File: src/design/bcr_pkg.sv
// ----------------------------------------------------------------------------
// bcr_pkg: shared types and constants
// Register indexes, failsafe and led codes, configuration and item structs
// for the battery charge relay controller.
// ----------------------------------------------------------------------------
package bcr_pkg;

	localparam int PCT_W       = 8;
	localparam int CFG_TICK_W  = 16;
	localparam int FS_MODE_W   = 2;
	localparam int LED_W       = 2;
	localparam int REG_INDEX_W = 3;
	localparam int REG_DATA_W  = 16;

	typedef enum logic [REG_INDEX_W-1:0] {
		REG_START_PERCENT      = 3'd0,
		REG_STOP_PERCENT       = 3'd1,
		REG_MAX_VALID_PERCENT  = 3'd2,
		REG_STALE_TICKS        = 3'd3,
		REG_FAILSAFE_MODE      = 3'd4,
		REG_FAILSAFE_ON_TICKS  = 3'd5,
		REG_FAILSAFE_OFF_TICKS = 3'd6,
		REG_LED_SEEN_TICKS     = 3'd7
	} reg_index_t;

	localparam logic [FS_MODE_W-1:0] FS_MODE_OFF   = 2'd0;
	localparam logic [FS_MODE_W-1:0] FS_MODE_ON    = 2'd1;
	localparam logic [FS_MODE_W-1:0] FS_MODE_CYCLE = 2'd2;

	localparam logic [LED_W-1:0] LED_OFF      = 2'd0;
	localparam logic [LED_W-1:0] LED_LINK     = 2'd1;
	localparam logic [LED_W-1:0] LED_NO_LINK  = 2'd2;

	localparam logic KIND_TICK   = 1'b0;
	localparam logic KIND_PACKET = 1'b1;

	typedef struct packed {
		logic [PCT_W-1:0]      start_percent;
		logic [PCT_W-1:0]      stop_percent;
		logic [PCT_W-1:0]      max_valid_percent;
		logic [CFG_TICK_W-1:0] stale_ticks;
		logic [FS_MODE_W-1:0]  failsafe_mode;
		logic [CFG_TICK_W-1:0] failsafe_on_ticks;
		logic [CFG_TICK_W-1:0] failsafe_off_ticks;
		logic [CFG_TICK_W-1:0] led_seen_ticks;
	} cfg_t;

	typedef struct packed {
		logic             kind;
		logic             ignition;
		logic [PCT_W-1:0] batt_level;
		logic             charge_flag;
	} item_t;

	typedef struct packed {
		logic             relay_on;
		logic             charging_state;
		logic [LED_W-1:0] led_status;
		logic             failsafe_on;
		logic             flag_mismatch;
		logic             scan_enable;
	} result_t;

endpackage

File: src/design/bcr_cfg.sv
// ----------------------------------------------------------------------------
// bcr_cfg: configuration register file
// Holds the eight control registers, written through a plain write port.
// ----------------------------------------------------------------------------
module bcr_cfg (
	input  logic                             clk,
	input  logic                             arst_n,
	input  logic                             write_enable,
	input  logic [bcr_pkg::REG_INDEX_W-1:0]  reg_index,
	input  logic [bcr_pkg::REG_DATA_W-1:0]   write_data,
	output bcr_pkg::cfg_t                    cfg
);
	import bcr_pkg::*;

	cfg_t cfg_q;

	always_ff @(posedge clk or negedge arst_n) begin
		if (!arst_n) begin
			cfg_q.start_percent      <= 8'd20;
			cfg_q.stop_percent       <= 8'd80;
			cfg_q.max_valid_percent  <= 8'd100;
			cfg_q.stale_ticks        <= 16'd600;
			cfg_q.failsafe_mode      <= FS_MODE_CYCLE;
			cfg_q.failsafe_on_ticks  <= 16'd3000;
			cfg_q.failsafe_off_ticks <= 16'd3000;
			cfg_q.led_seen_ticks     <= 16'd50;
		end else if (write_enable) begin
			case (reg_index_t'(reg_index))
				REG_START_PERCENT:      cfg_q.start_percent      <= write_data[PCT_W-1:0];
				REG_STOP_PERCENT:       cfg_q.stop_percent       <= write_data[PCT_W-1:0];
				REG_MAX_VALID_PERCENT:  cfg_q.max_valid_percent  <= write_data[PCT_W-1:0];
				REG_STALE_TICKS:        cfg_q.stale_ticks        <= write_data[CFG_TICK_W-1:0];
				REG_FAILSAFE_MODE:      cfg_q.failsafe_mode      <= write_data[FS_MODE_W-1:0];
				REG_FAILSAFE_ON_TICKS:  cfg_q.failsafe_on_ticks  <= write_data[CFG_TICK_W-1:0];
				REG_FAILSAFE_OFF_TICKS: cfg_q.failsafe_off_ticks <= write_data[CFG_TICK_W-1:0];
				REG_LED_SEEN_TICKS:     cfg_q.led_seen_ticks     <= write_data[CFG_TICK_W-1:0];
				default: ;
			endcase
		end
	end

	assign cfg = cfg_q;

endmodule

File: src/design/bcr_core.sv
// ----------------------------------------------------------------------------
// bcr_core: controller state and update logic
// Applies one tick or packet item to the controller state and gives the
// state after the item; the state registers load when the item advances.
// ----------------------------------------------------------------------------
module bcr_core #(
	parameter int TICK_COUNT_BITS = 16
) (
	input  logic             clk,
	input  logic             arst_n,
	input  logic             advance,
	input  bcr_pkg::item_t   item,
	input  bcr_pkg::cfg_t    cfg,
	output bcr_pkg::result_t result
);
	import bcr_pkg::*;

	localparam int TW    = TICK_COUNT_BITS;
	localparam int CMP_W = (TICK_COUNT_BITS > CFG_TICK_W) ? TICK_COUNT_BITS : CFG_TICK_W;
	localparam logic [TW-1:0] TICK_MAX = '1;

	logic             ign_q, init_pend_q, charge_q, relay_q, have_pkt_q;
	logic             fs_active_q, fs_out_q, mismatch_q;
	logic [LED_W-1:0] led_q;
	logic [TW-1:0]    tsp_q, tsi_q, fph_q;

	logic             ign_d, init_pend_d, charge_d, relay_d, have_pkt_d;
	logic             fs_active_d, fs_out_d, mismatch_d;
	logic [LED_W-1:0] led_d;
	logic [TW-1:0]    tsp_d, tsi_d, fph_d;

	always_comb begin
		logic          want, drive, entered, fs_go;
		logic [TW-1:0] age;
		logic [CFG_TICK_W-1:0] limit;

		ign_d       = ign_q;
		init_pend_d = init_pend_q;
		charge_d    = charge_q;
		relay_d     = relay_q;
		have_pkt_d  = have_pkt_q;
		fs_active_d = fs_active_q;
		fs_out_d    = fs_out_q;
		mismatch_d  = mismatch_q;
		led_d       = led_q;
		tsp_d       = tsp_q;
		tsi_d       = tsi_q;
		fph_d       = fph_q;
		want        = 1'b0;
		drive       = 1'b0;
		entered     = 1'b0;
		fs_go       = 1'b0;
		age         = '0;
		limit       = '0;

		if (item.kind == KIND_TICK) begin
			tsp_d = (tsp_q == TICK_MAX) ? TICK_MAX : tsp_q + 1'b1;
			tsi_d = (tsi_q == TICK_MAX) ? TICK_MAX : tsi_q + 1'b1;
			fph_d = (fph_q == TICK_MAX) ? TICK_MAX : fph_q + 1'b1;
			if (item.ignition != ign_q) begin
				ign_d = item.ignition;
				tsi_d = '0;
				// ignition off drops the relay; the failsafe clear below follows charge
				if (!item.ignition) begin
					relay_d    = 1'b0;
					charge_d   = 1'b0;
					have_pkt_d = 1'b0;
					mismatch_d = 1'b0;
				end
			end
			age = have_pkt_d ? tsp_d : tsi_d;
			fs_go = ign_d && (cfg.stale_ticks != '0) &&
				(CMP_W'(age) >= CMP_W'(cfg.stale_ticks));
			if (fs_go) begin
				if (!fs_active_d) begin
					entered     = 1'b1;
					fs_active_d = 1'b1;
					fph_d       = '0;
				end
				case (cfg.failsafe_mode)
					FS_MODE_ON: want = 1'b1;
					FS_MODE_CYCLE: begin
						if (cfg.failsafe_on_ticks == '0 || cfg.failsafe_off_ticks == '0) begin
							want = 1'b1;
						end else begin
							if (!fs_out_d && fph_d == '0) begin
								fs_out_d = 1'b1;
								drive    = 1'b1;
							end
							limit = fs_out_d ? cfg.failsafe_on_ticks : cfg.failsafe_off_ticks;
							if (CMP_W'(fph_d) >= CMP_W'(limit)) begin
								fs_out_d = !fs_out_d;
								fph_d    = '0;
								drive    = 1'b1;
							end
							want = fs_out_d;
						end
					end
					default: want = 1'b0;
				endcase
				if (want != fs_out_d) begin
					fs_out_d = want;
					fph_d    = '0;
					drive    = 1'b1;
				end
				if (drive || entered) relay_d = want;
			end else if (fs_active_d) begin
				fs_active_d = 1'b0;
				fph_d       = '0;
				fs_out_d    = 1'b0;
				relay_d     = charge_d;
			end
			if (!ign_d) led_d = LED_OFF;
			else if (have_pkt_d && CMP_W'(tsp_d) <= CMP_W'(cfg.led_seen_ticks)) led_d = LED_LINK;
			else led_d = LED_NO_LINK;
		end else if (ign_q) begin
			have_pkt_d = 1'b1;
			tsp_d      = '0;
			if (fs_active_q) begin
				fs_active_d = 1'b0;
				fph_d       = '0;
				fs_out_d    = 1'b0;
				relay_d     = charge_q;
			end
			if (item.batt_level <= cfg.max_valid_percent) begin
				if (init_pend_q) begin
					if (item.batt_level >= cfg.stop_percent) begin
						init_pend_d = 1'b0;
						charge_d    = 1'b0;
						relay_d     = 1'b0;
					end else if (!charge_q) begin
						charge_d = 1'b1;
						relay_d  = 1'b1;
					end
				end else if (!charge_q) begin
					if (item.batt_level <= cfg.start_percent) begin
						charge_d = 1'b1;
						relay_d  = 1'b1;
					end
				end else if (item.batt_level >= cfg.stop_percent) begin
					charge_d = 1'b0;
					relay_d  = 1'b0;
				end
			end
			mismatch_d = relay_d && !item.charge_flag;
			// ignition is on here and the packet age is zero
			led_d = (CMP_W'(tsp_d) <= CMP_W'(cfg.led_seen_ticks)) ? LED_LINK : LED_NO_LINK;
		end
	end

	always_ff @(posedge clk or negedge arst_n) begin
		if (!arst_n) begin
			ign_q       <= 1'b0;
			init_pend_q <= 1'b1;
			charge_q    <= 1'b0;
			relay_q     <= 1'b0;
			have_pkt_q  <= 1'b0;
			fs_active_q <= 1'b0;
			fs_out_q    <= 1'b0;
			mismatch_q  <= 1'b0;
			led_q       <= LED_OFF;
			tsp_q       <= '0;
			tsi_q       <= '0;
			fph_q       <= '0;
		end else if (advance) begin
			ign_q       <= ign_d;
			init_pend_q <= init_pend_d;
			charge_q    <= charge_d;
			relay_q     <= relay_d;
			have_pkt_q  <= have_pkt_d;
			fs_active_q <= fs_active_d;
			fs_out_q    <= fs_out_d;
			mismatch_q  <= mismatch_d;
			led_q       <= led_d;
			tsp_q       <= tsp_d;
			tsi_q       <= tsi_d;
			fph_q       <= fph_d;
		end
	end

	assign result.relay_on       = relay_d;
	assign result.charging_state = charge_d;
	assign result.led_status     = led_d;
	assign result.failsafe_on    = fs_active_d;
	assign result.flag_mismatch  = mismatch_d;
	assign result.scan_enable    = ign_d;

endmodule

File: src/design/battery_charge_relay_controller.sv
// ----------------------------------------------------------------------------
// battery_charge_relay_controller: charge relay control top level
// Input register, state update and result register for tick and packet items.
// ----------------------------------------------------------------------------
// result: an accepted item is held in the input register until its result is registered
// throughput: one item per cycle while out_stall does not hold a full result
// register, set by the single-pass update between the input and result registers
// reset: arst_n clears the state, restores register defaults and empties
// both stages; in_stall is then low, so the block takes an item straight after reset
module battery_charge_relay_controller #(
	parameter int TICK_COUNT_BITS = 16
) (
	input  logic                             clk,
	input  logic                             arst_n,
	input  logic                             write_enable,
	input  logic [bcr_pkg::REG_INDEX_W-1:0]  reg_index,
	input  logic [bcr_pkg::REG_DATA_W-1:0]   write_data,
	input  logic                             in_valid,
	output logic                             in_stall,
	input  logic                             kind,
	input  logic                             ignition,
	input  logic [bcr_pkg::PCT_W-1:0]        batt_level,
	input  logic                             charge_flag,
	output logic                             out_valid,
	input  logic                             out_stall,
	output logic                             relay_on,
	output logic                             charging_state,
	output logic [bcr_pkg::LED_W-1:0]        led_status,
	output logic                             failsafe_on,
	output logic                             flag_mismatch,
	output logic                             scan_enable
);
	import bcr_pkg::*;

	cfg_t    cfg;
	item_t   item_s1;
	logic    item_valid_s1;
	result_t result;
	result_t res_q;
	logic    out_valid_q;
	logic    advance;

	assign advance  = item_valid_s1 && (!out_valid_q || !out_stall);
	assign in_stall = item_valid_s1 && !advance;

	always_ff @(posedge clk or negedge arst_n) begin
		if (!arst_n) begin
			item_valid_s1 <= 1'b0;
		end else if (advance || !item_valid_s1) begin
			item_valid_s1 <= in_valid;
		end
	end

	always_ff @(posedge clk) begin
		if (in_valid && !in_stall) begin
			item_s1.kind        <= kind;
			item_s1.ignition    <= ignition;
			item_s1.batt_level  <= batt_level;
			item_s1.charge_flag <= charge_flag;
		end
	end

	always_ff @(posedge clk or negedge arst_n) begin
		if (!arst_n) begin
			out_valid_q <= 1'b0;
		end else if (advance) begin
			out_valid_q <= 1'b1;
		end else if (!out_stall) begin
			out_valid_q <= 1'b0;
		end
	end

	always_ff @(posedge clk) begin
		if (advance) begin
			res_q <= result;
		end
	end

	bcr_cfg u_cfg (
		.clk          (clk),
		.arst_n       (arst_n),
		.write_enable (write_enable),
		.reg_index    (reg_index),
		.write_data   (write_data),
		.cfg          (cfg)
	);

	bcr_core #(
		.TICK_COUNT_BITS (TICK_COUNT_BITS)
	) u_core (
		.clk     (clk),
		.arst_n  (arst_n),
		.advance (advance),
		.item    (item_s1),
		.cfg     (cfg),
		.result  (result)
	);

	assign out_valid      = out_valid_q;
	assign relay_on       = res_q.relay_on;
	assign charging_state = res_q.charging_state;
	assign led_status     = res_q.led_status;
	assign failsafe_on    = res_q.failsafe_on;
	assign flag_mismatch  = res_q.flag_mismatch;
	assign scan_enable    = res_q.scan_enable;

endmodule
File: config.mk
export PLATFORM = sky130hd
export DESIGN_NAME = battery_charge_relay_controller
export DESIGN_NICKNAME = d
export VERILOG_FILES = /design/src/design/bcr_pkg.sv /design/src/design/bcr_cfg.sv /design/src/design/bcr_core.sv /design/src/design/battery_charge_relay_controller.sv
export SDC_FILE = /design/constraint.sdc
export NUM_CORES = 1
export LEC_CHECK = 0
export ABC_CLOCK_PERIOD_IN_PS = 5500
export BUFFER_PORTS_ARGS = -buffer_cell sky130_fd_sc_hd__buf_2
export CAP_MARGIN = 15
export CORE_MARGIN = 5
export CORE_UTILIZATION = 50
export CTS_CLUSTER_SIZE = 24
export DETAILED_ROUTE_END_ITERATION = 10
export GPL_TIMING_DRIVEN = 0
export PLACE_DENSITY = 0.68
export RECOVER_POWER = 25
export SETUP_SLACK_MARGIN = 0.3
export SYNTH_ARGS = -nofsm -noshare
export SYNTH_HDL_FRONTEND = slang
export SYNTH_SLANG_ARGS = --single-unit
File: constraint.sdc
create_clock -name clk -period 5.5 [get_ports clk]
set_input_delay 0.275 -clock clk [delete_from_list [all_inputs] [get_ports clk]]
set_output_delay 0.275 -clock clk [all_outputs]
set_load 0.03 [all_outputs]
# ---- After elaboration in Yosys (flattened, before gate mapping)
# Index checks and enable logic that the tools add are counted.
dict set report classes {
  n_addsub 3
  order_cmp 7
  n_eq_ne 17
  n_mux 99
  bitwise 1
  reduce_logical 37
}
# operator n
set ops {}
lappend ops {{$mux W16} 21}
lappend ops {{$mux W1} 72}
lappend ops {{$add A16 B1 Y16 const B} 3}
lappend ops {{$eq A16 B16 Y1 const B} 3}
lappend ops {{$logic_not A16 Y1} 3}
lappend ops {{$ge A16 B16 Y1} 2}
lappend ops {{$reduce_and A2 Y1} 10}
lappend ops {{$le A1 B16 Y1 const A} 1}
lappend ops {{$le A16 B16 Y1} 1}
lappend ops {{$le A8 B8 Y1} 2}
lappend ops {{$reduce_bool A16 Y1} 1}
lappend ops {{$eq A3 B3 Y1 const B} 4}
lappend ops {{$mux W2} 5}
lappend ops {{$ge A8 B8 Y1} 1}
lappend ops {{$logic_and A1 B1 Y1} 8}
lappend ops {{$logic_not A1 Y1} 8}
lappend ops {{$eq A3 B2 Y1 const B} 2}
lappend ops {{$ne A2 B1 Y1 const B} 3}
lappend ops {{$logic_or A1 B1 Y1} 4}
lappend ops {{$reduce_and A4 Y1} 1}
lappend ops {{$eq A3 B1 Y1 const B} 1}
lappend ops {{$logic_not A3 Y1} 1}
lappend ops {{$reduce_and A3 Y1} 1}
lappend ops {{$eq A2 B1 Y1 const B} 1}
lappend ops {{4 further kinds} 5}
dict set report word_totals {
  ff_bits 168
  in_bits 35
  out_inout_bits 9
  wordCells 196
}

# ---- Depth between registers and ports, before layout
dict set report depth {
  depth_word 31
  mapped_depth 22
  mapped_depth_nobuf 20
}

# ---- Modules after synthesis
# A second synthesis with hierarchy kept.
dict set report hier_totals {
  cells_unflattened 1040
  hier_area_um2 10443.8
}
# module n_inst cells_per_inst area_per_inst_um2 seq_area_each_um2
set by_module_without_submodules {}
lappend by_module_without_submodules {bcr_core 1 816 6301.0 1452.6}
lappend by_module_without_submodules {bcr_cfg 1 198 3509.6 2288.4}
lappend by_module_without_submodules {battery_charge_relay_controller 1 26 633.1 590.6}

# ---- Worst setup path after synthesis
# Ideal clock, no wire load.
dict set report synth_path {
  path_kind {register to register}
  startpoint {register u_core.fph_q[1]}
  endpoint {register u_core.fph_q[2]}
  setup_time_ns 0.126
  arrival_time_ns 4.783
  required_ns 5.374
  path_slack_ns 0.591
  stages_incl_launch_ff 19
  n_path_buf 0
  synth_period_minus_slack_ns 4.909
  path_cell_list {dfrtp_1 > ha_1 > nand4_1 > nor4_1 > xor2_1 > or3_1 > nor4_1 > nor2_1 > mux2_2 > ha_1 > or3b_2 > o2111ai_1 > nand3_1 > a211o_1 > mux2i_1 > o211a_1 > o21ai_2 > nand2_1 > a221o_1}
}
dict set report synth_via {
  elab_chain_len 23
  elab_cells_between_ends 33
  cone_classes {add/sub: 1; order compare: 1; eq/ne: 2; mux: 26; reduce/logical: 3}
}
# element line_no
set synth_lines {}
lappend synth_lines {{start, declared} bcr_core.sv:25} ;# logic [TW-1:0] tsp_q, tsi_q, fph_q;
lappend synth_lines {{start signal, assigned} bcr_core.sv:177} ;# fph_q <= fph_d;
lappend synth_lines {{$add A16 B1 Y16 or $eq A16 B16 Y1 (tied branches)} bcr_core.sv:59} ;# fph_d = (fph_q == TICK_MAX) ? TICK_MAX : fph_q + 1'b1;
lappend synth_lines {{$mux W16 (*)} bcr_core.sv:59}
lappend synth_lines {{$mux W16} bcr_core.sv:75} ;# if (!fs_active_d) begin
lappend synth_lines {{$mux W16} bcr_core.sv:74} ;# if (fs_go) begin
lappend synth_lines {{$mux W16} bcr_core.sv:56} ;# if (item.kind == KIND_TICK) begin
lappend synth_lines {{$logic_not A16 Y1} bcr_core.sv:86} ;# if (!fs_out_d && fph_d == '0) begin
lappend synth_lines {{$logic_and A1 B1 Y1} bcr_core.sv:86}
lappend synth_lines {{$mux W1} bcr_core.sv:86}
lappend synth_lines {{[... 7 more ...]} --}
lappend synth_lines {{$mux W1} bcr_core.sv:83} ;# if (cfg.failsafe_on_ticks == '0 || cfg.failsafe_off_ticks == '0) begin
lappend synth_lines {{$pmux W1 S2 or $mux W1 (tied branches)} bcr_core.sv:80} ;# case (cfg.failsafe_mode)
lappend synth_lines {{$mux W1} bcr_core.sv:74}
lappend synth_lines {{$mux W1} bcr_core.sv:56}
lappend synth_lines {{$ne A1 B1 Y1} bcr_core.sv:101} ;# if (want != fs_out_d) begin
lappend synth_lines {{$mux W16} bcr_core.sv:101}
lappend synth_lines {{$mux W16 (*)} bcr_core.sv:74}
lappend synth_lines {{$mux W16 (*)} bcr_core.sv:56}
# Every way passes the cells marked *; elsewhere a longest branch is shown, timed or not. The select of a mux whose other input is x is not followed.
# A chain may end at the register's enable or synchronous reset.

# ---- Worst setup path after layout
# Same ends and word-level chain as after synthesis.

==> metrics.md <==
| Metric | Value |
|---|---|
| Sequential share of the synthesized area | `41.93%` |
| Slew Limit Headroom | `-180.8%` |
| Setup slack, reg-to-reg | `0.47 ns` |
| Final net count | `1,282` |
| Fin area | `11,920 sq um` |
| Synthesized area | `10,330 sq um` |
| Mux contribution to synthesized area | `9.666%` |
| Synth top area cells | `dfrtp_1 (29%), ha_1 (9.6%), dfstp_2 (7.6%)` |
| Synth Flop Type | `dfrtp_1` |
| Worst setup SP type | `register` |
| Max Fclk | `198.8 MHz` |
| DR vias/cell | `5.790` |
| Post-Syn Nets | `1,193` |
| Antenna cells | `0` |
| CP Buf/Inv Count | `3` |
| Initial Util | `50.89%` |
| Area growth, synth to finish | `15.38%` |
| Post-Route WL | `25,980 microns` |
| Vias in the first global route | `7,951` |
| HP Start | `in_valid` |
| Post-layout min period | `5.030 ns` |
| Clock Latency Late Sink | `0.44 ns` |
| Chip width | `153.7 microns` |
| Failing checks | `capacitance limit, slew limit` |
| Area leader, netlist | `dfrtp_1` |
| Synth Instances | `1,079` |
| Count leader, synth | `nand2_1` |
| CP endpoint kind | `register` |
| Antenna viol nets, final | `0` |
| Post-synth top cells | `nand2_1 (124), dfrtp_1 (120), o21ai_0 (106)` |
| VDD IR max | `0.0002253 V` |
| Slew @ Worst Pin | `4.212 ns` |
| Unrepaired setup endpoints after global routing | `no` |
| Power Density | `336.5 nW/um^2` |
| Final setup violation count | `0` |
| Post-Synth Adder-Cell Area | `9.569%` |
| Hold Path Stages | `2` |
| Core Util, Final | `58.72%` |
| Die area | `23,630 sq um` |
| Synth top area share | `29.07%` |
| Initial DRC count | `720` |
| Simple-gate share of the synthesized area | `16.64%` |
| Via count | `8,402` |
| Total gr overflow | `0` |
| Synth Area in XOR/XNOR | `1.950%` |
| CTS clk-pin slew, worst paths | `0.08 ns` |
| Largest delay contributor family on the critical path | `simple AND/OR/NAND/NOR gates` |
| R2r endpoint | `u_core.fph_q[2]` |
| CP Data Required Time | `5.83 ns` |
| FF-to-FF path depth | `20` |
| CTS Buf Count | `17` |
| WP depth | `20` |
| Clock Skew | `0.01273 ns` |
| CTS tree | `built` |
| Compound-Gate Fraction of Synth Area | `15.56%` |
| Initial antenna violation count | `0` |
| Max cap viols | `1` |
| First-pass GRT wire length | `41,810 microns` |
| Port buffer count | `39` |
| H-tree depth | `4` |
| Crit share post-route | `91.46%` |
| Longest Clk Path Bufs | `2` |
| EDFF count, synth | `18` |
| Core ar. | `20,300 sq um` |
| WHS Endpoint | `item_valid_s1` |
| CP peak stage delay | `0.55 ns` |
| Flops & latches, synth | `168` |
| Worst path slowest cell | `or4_4` |
| Io pins | `44` |
| Hold WC Path Type | `primary input to register` |
| Hold Fails Final Rpt | `0` |
| Clock Tree Root | `clkbuf_16` |
| Cell Area, Placed | `10,900 sq um` |
| Routability congestion estimate | `0.8791` |
| CP dominant cell by count | `buf_6` |
| FFs w/ async S/R, synth | `89.29%` |
| Total power | `4011 uW` |
| Row count | `52` |
| Largest net degree at the start of global routing | `77` |
| Largest family of logic cells by synthesized area | `simple AND/OR/NAND/NOR gates` |
| CTS sink cnt | `168` |
| Worst-path cell chain | `buf_6 > and4_4 > buf_6 > nand3_4 > o21a_1 > or4_4 > nor4_4 > nor2_4 > mux2_4 > ha_4 > or3b_4 > o2111ai_2 > nand3_2 > a211o_4 > mux2i_1 > o211a_1 > o21ai_4 > buf_6 > a2bb2oi_1 > a221o_1` |
| Chip height | `153.7 microns` |
| Worst R2R Start | `u_core.fph_q[1]` |
| Drt drc | `0` |
| Crit Path Max Fanout | `6` |
| Fillers | `1,773` |
| Routed len/inst | `17.90 microns` |
| Status | `finished, violations left` |
| Yosys cell types | `68` |
| Leak | `0.005287 uW` |
| Share of layout cells above drive strength 1 | `19.81%` |
| Synth warnings | `0` |
| Avg Cell Area, Syn | `9.574 sq um` |
| CP Class | `register to register` |
| Critical Path AT | `5.36 ns` |
| Detail Placement HPWL | `18,770 microns` |
| First drt pass iteration count | `5` |
| Slew Limit Fails | `75` |
| Global-route usage over all layers | `21.78%` |
==> report_power, final <==
part	internal, uW	switching [uW]
combinational	494	620
sequential	1500	162
clock	654	576
total	2650	1360
==> cell families after synthesis <==
| kind of cell | Yosys count |
|---|---|
| XOR/XNOR | 23 |
| multiplexers | 91 |
| adder cells (fa/ha/maj) | 79 |
| AND/OR/NAND/NOR | 345 |
| AO/OA/AOI/OAI | 253 |
| buffers and inverters | 120 |
| flip-flops | 168 |
==> layout make-up <==
class                      count  area, sq um  share of cell area (%)
buffer                        45        207.7                   1.743
clock buffer                  18        429.2                   3.601
clock inverter                14        170.2                   1.428
inverter                      75        281.5                   2.362
multi-input combinational    791         5683                   47.68
sequential                   168         4332                   36.34
tap                          270        337.8                   2.834
timing repair buffer          70        478.0                   4.010
==> what timing repair did <==
action                     in CTS  in global routing
hold buffers                   10                  2
gates resized for setup        11                 31
cloned                          0                  2
setup endpoints to repair      19                 19
pin swaps                       2                 11
buffers inserted                6                 10
hold endpoints to repair       63                  2
==> registers in the layout, summed over array words and instances, names as in the netlist <==
name	count
charging_state	1
failsafe_on	1
flag_mismatch	1
item_s1	11
item_valid_s1	1
led_status	2
out_valid	1
relay_on	1
scan_enable	1
u_cfg.cfg	90
u_core.charge_q	1
u_core.fph_q	16
u_core.fs_active_q	1
u_core.fs_out_q	1
u_core.have_pkt_q	1
u_core.ign_q	1
u_core.init_pend_q	1
u_core.led_q	2
u_core.mismatch_q	1
u_core.relay_q	1
u_core.tsi_q	16
u_core.tsp_q	16
==> cells in the final DEF, fill, tap and decap left out, types with 19 or more instances in the layout <==
cell,count
nand4_1,19
mux2_2,69
nand3_1,25
dfstp_2,30
nand2_1,123
ha_1,77
mux2i_1,20
dfrtp_1,120
nor2_1,54
clkbuf_1,34
inv_1,73
a21oi_1,34
buf_2,44
o21ai_0,105
==> worst max path at each step <==
stage,startpoint,endpoint,slack [ns]
6_report,u_core.fph_q[1],u_core.fph_q[2],0.47
5_1_grt,arst_n,u_core.tsp_q[1],0.28
4_1_cts,u_core.tsi_q[0],u_core.fph_q[8],0.35
3_5_place_dp,u_core.fph_q[0],u_core.fph_q[2],-0.60
3_3_place_gp,u_core.fph_q[0],u_core.fph_q[2],-0.73
2_1_floorplan,u_core.fph_q[1],u_core.fph_q[2],0.59
==> routing by layer <==
layer | GRT usage [%] | vias to the layer above | wire length, microns
li1 | - | 4081 | -
met1 | 31.71 | 4079 | 12420
met2 | 33.99 | 212 | 12090
met3 | 3.963 | 30 | 1175
met4 | 5.130 | 0 | 289
met5 | 0 | - | 0
==> metrics by stage <==
| step | setup WS [ns] | hold WS, ns | instances | setup TNS (ns) |
|---|---|---|---|---|
| 2_1_floorplan | 0.5910 | -0.02059 | 1079 | 0 |
| 3_3_place_gp | -0.7292 | 0.4514 | 1388 | -9.556 |
| 3_5_place_dp | -0.5980 | 0.3466 | 1389 | -7.272 |
| 4_1_cts | 0.3486 | 0.003236 | 1437 | 0 |
| 5_1_grt | 0.2822 | 0.03548 | 1451 | 0 |
| 6_report | 0.4696 | 0.03196 | 1451 | 0 |
No activity file was read; power rests on OpenSTA's default activity.
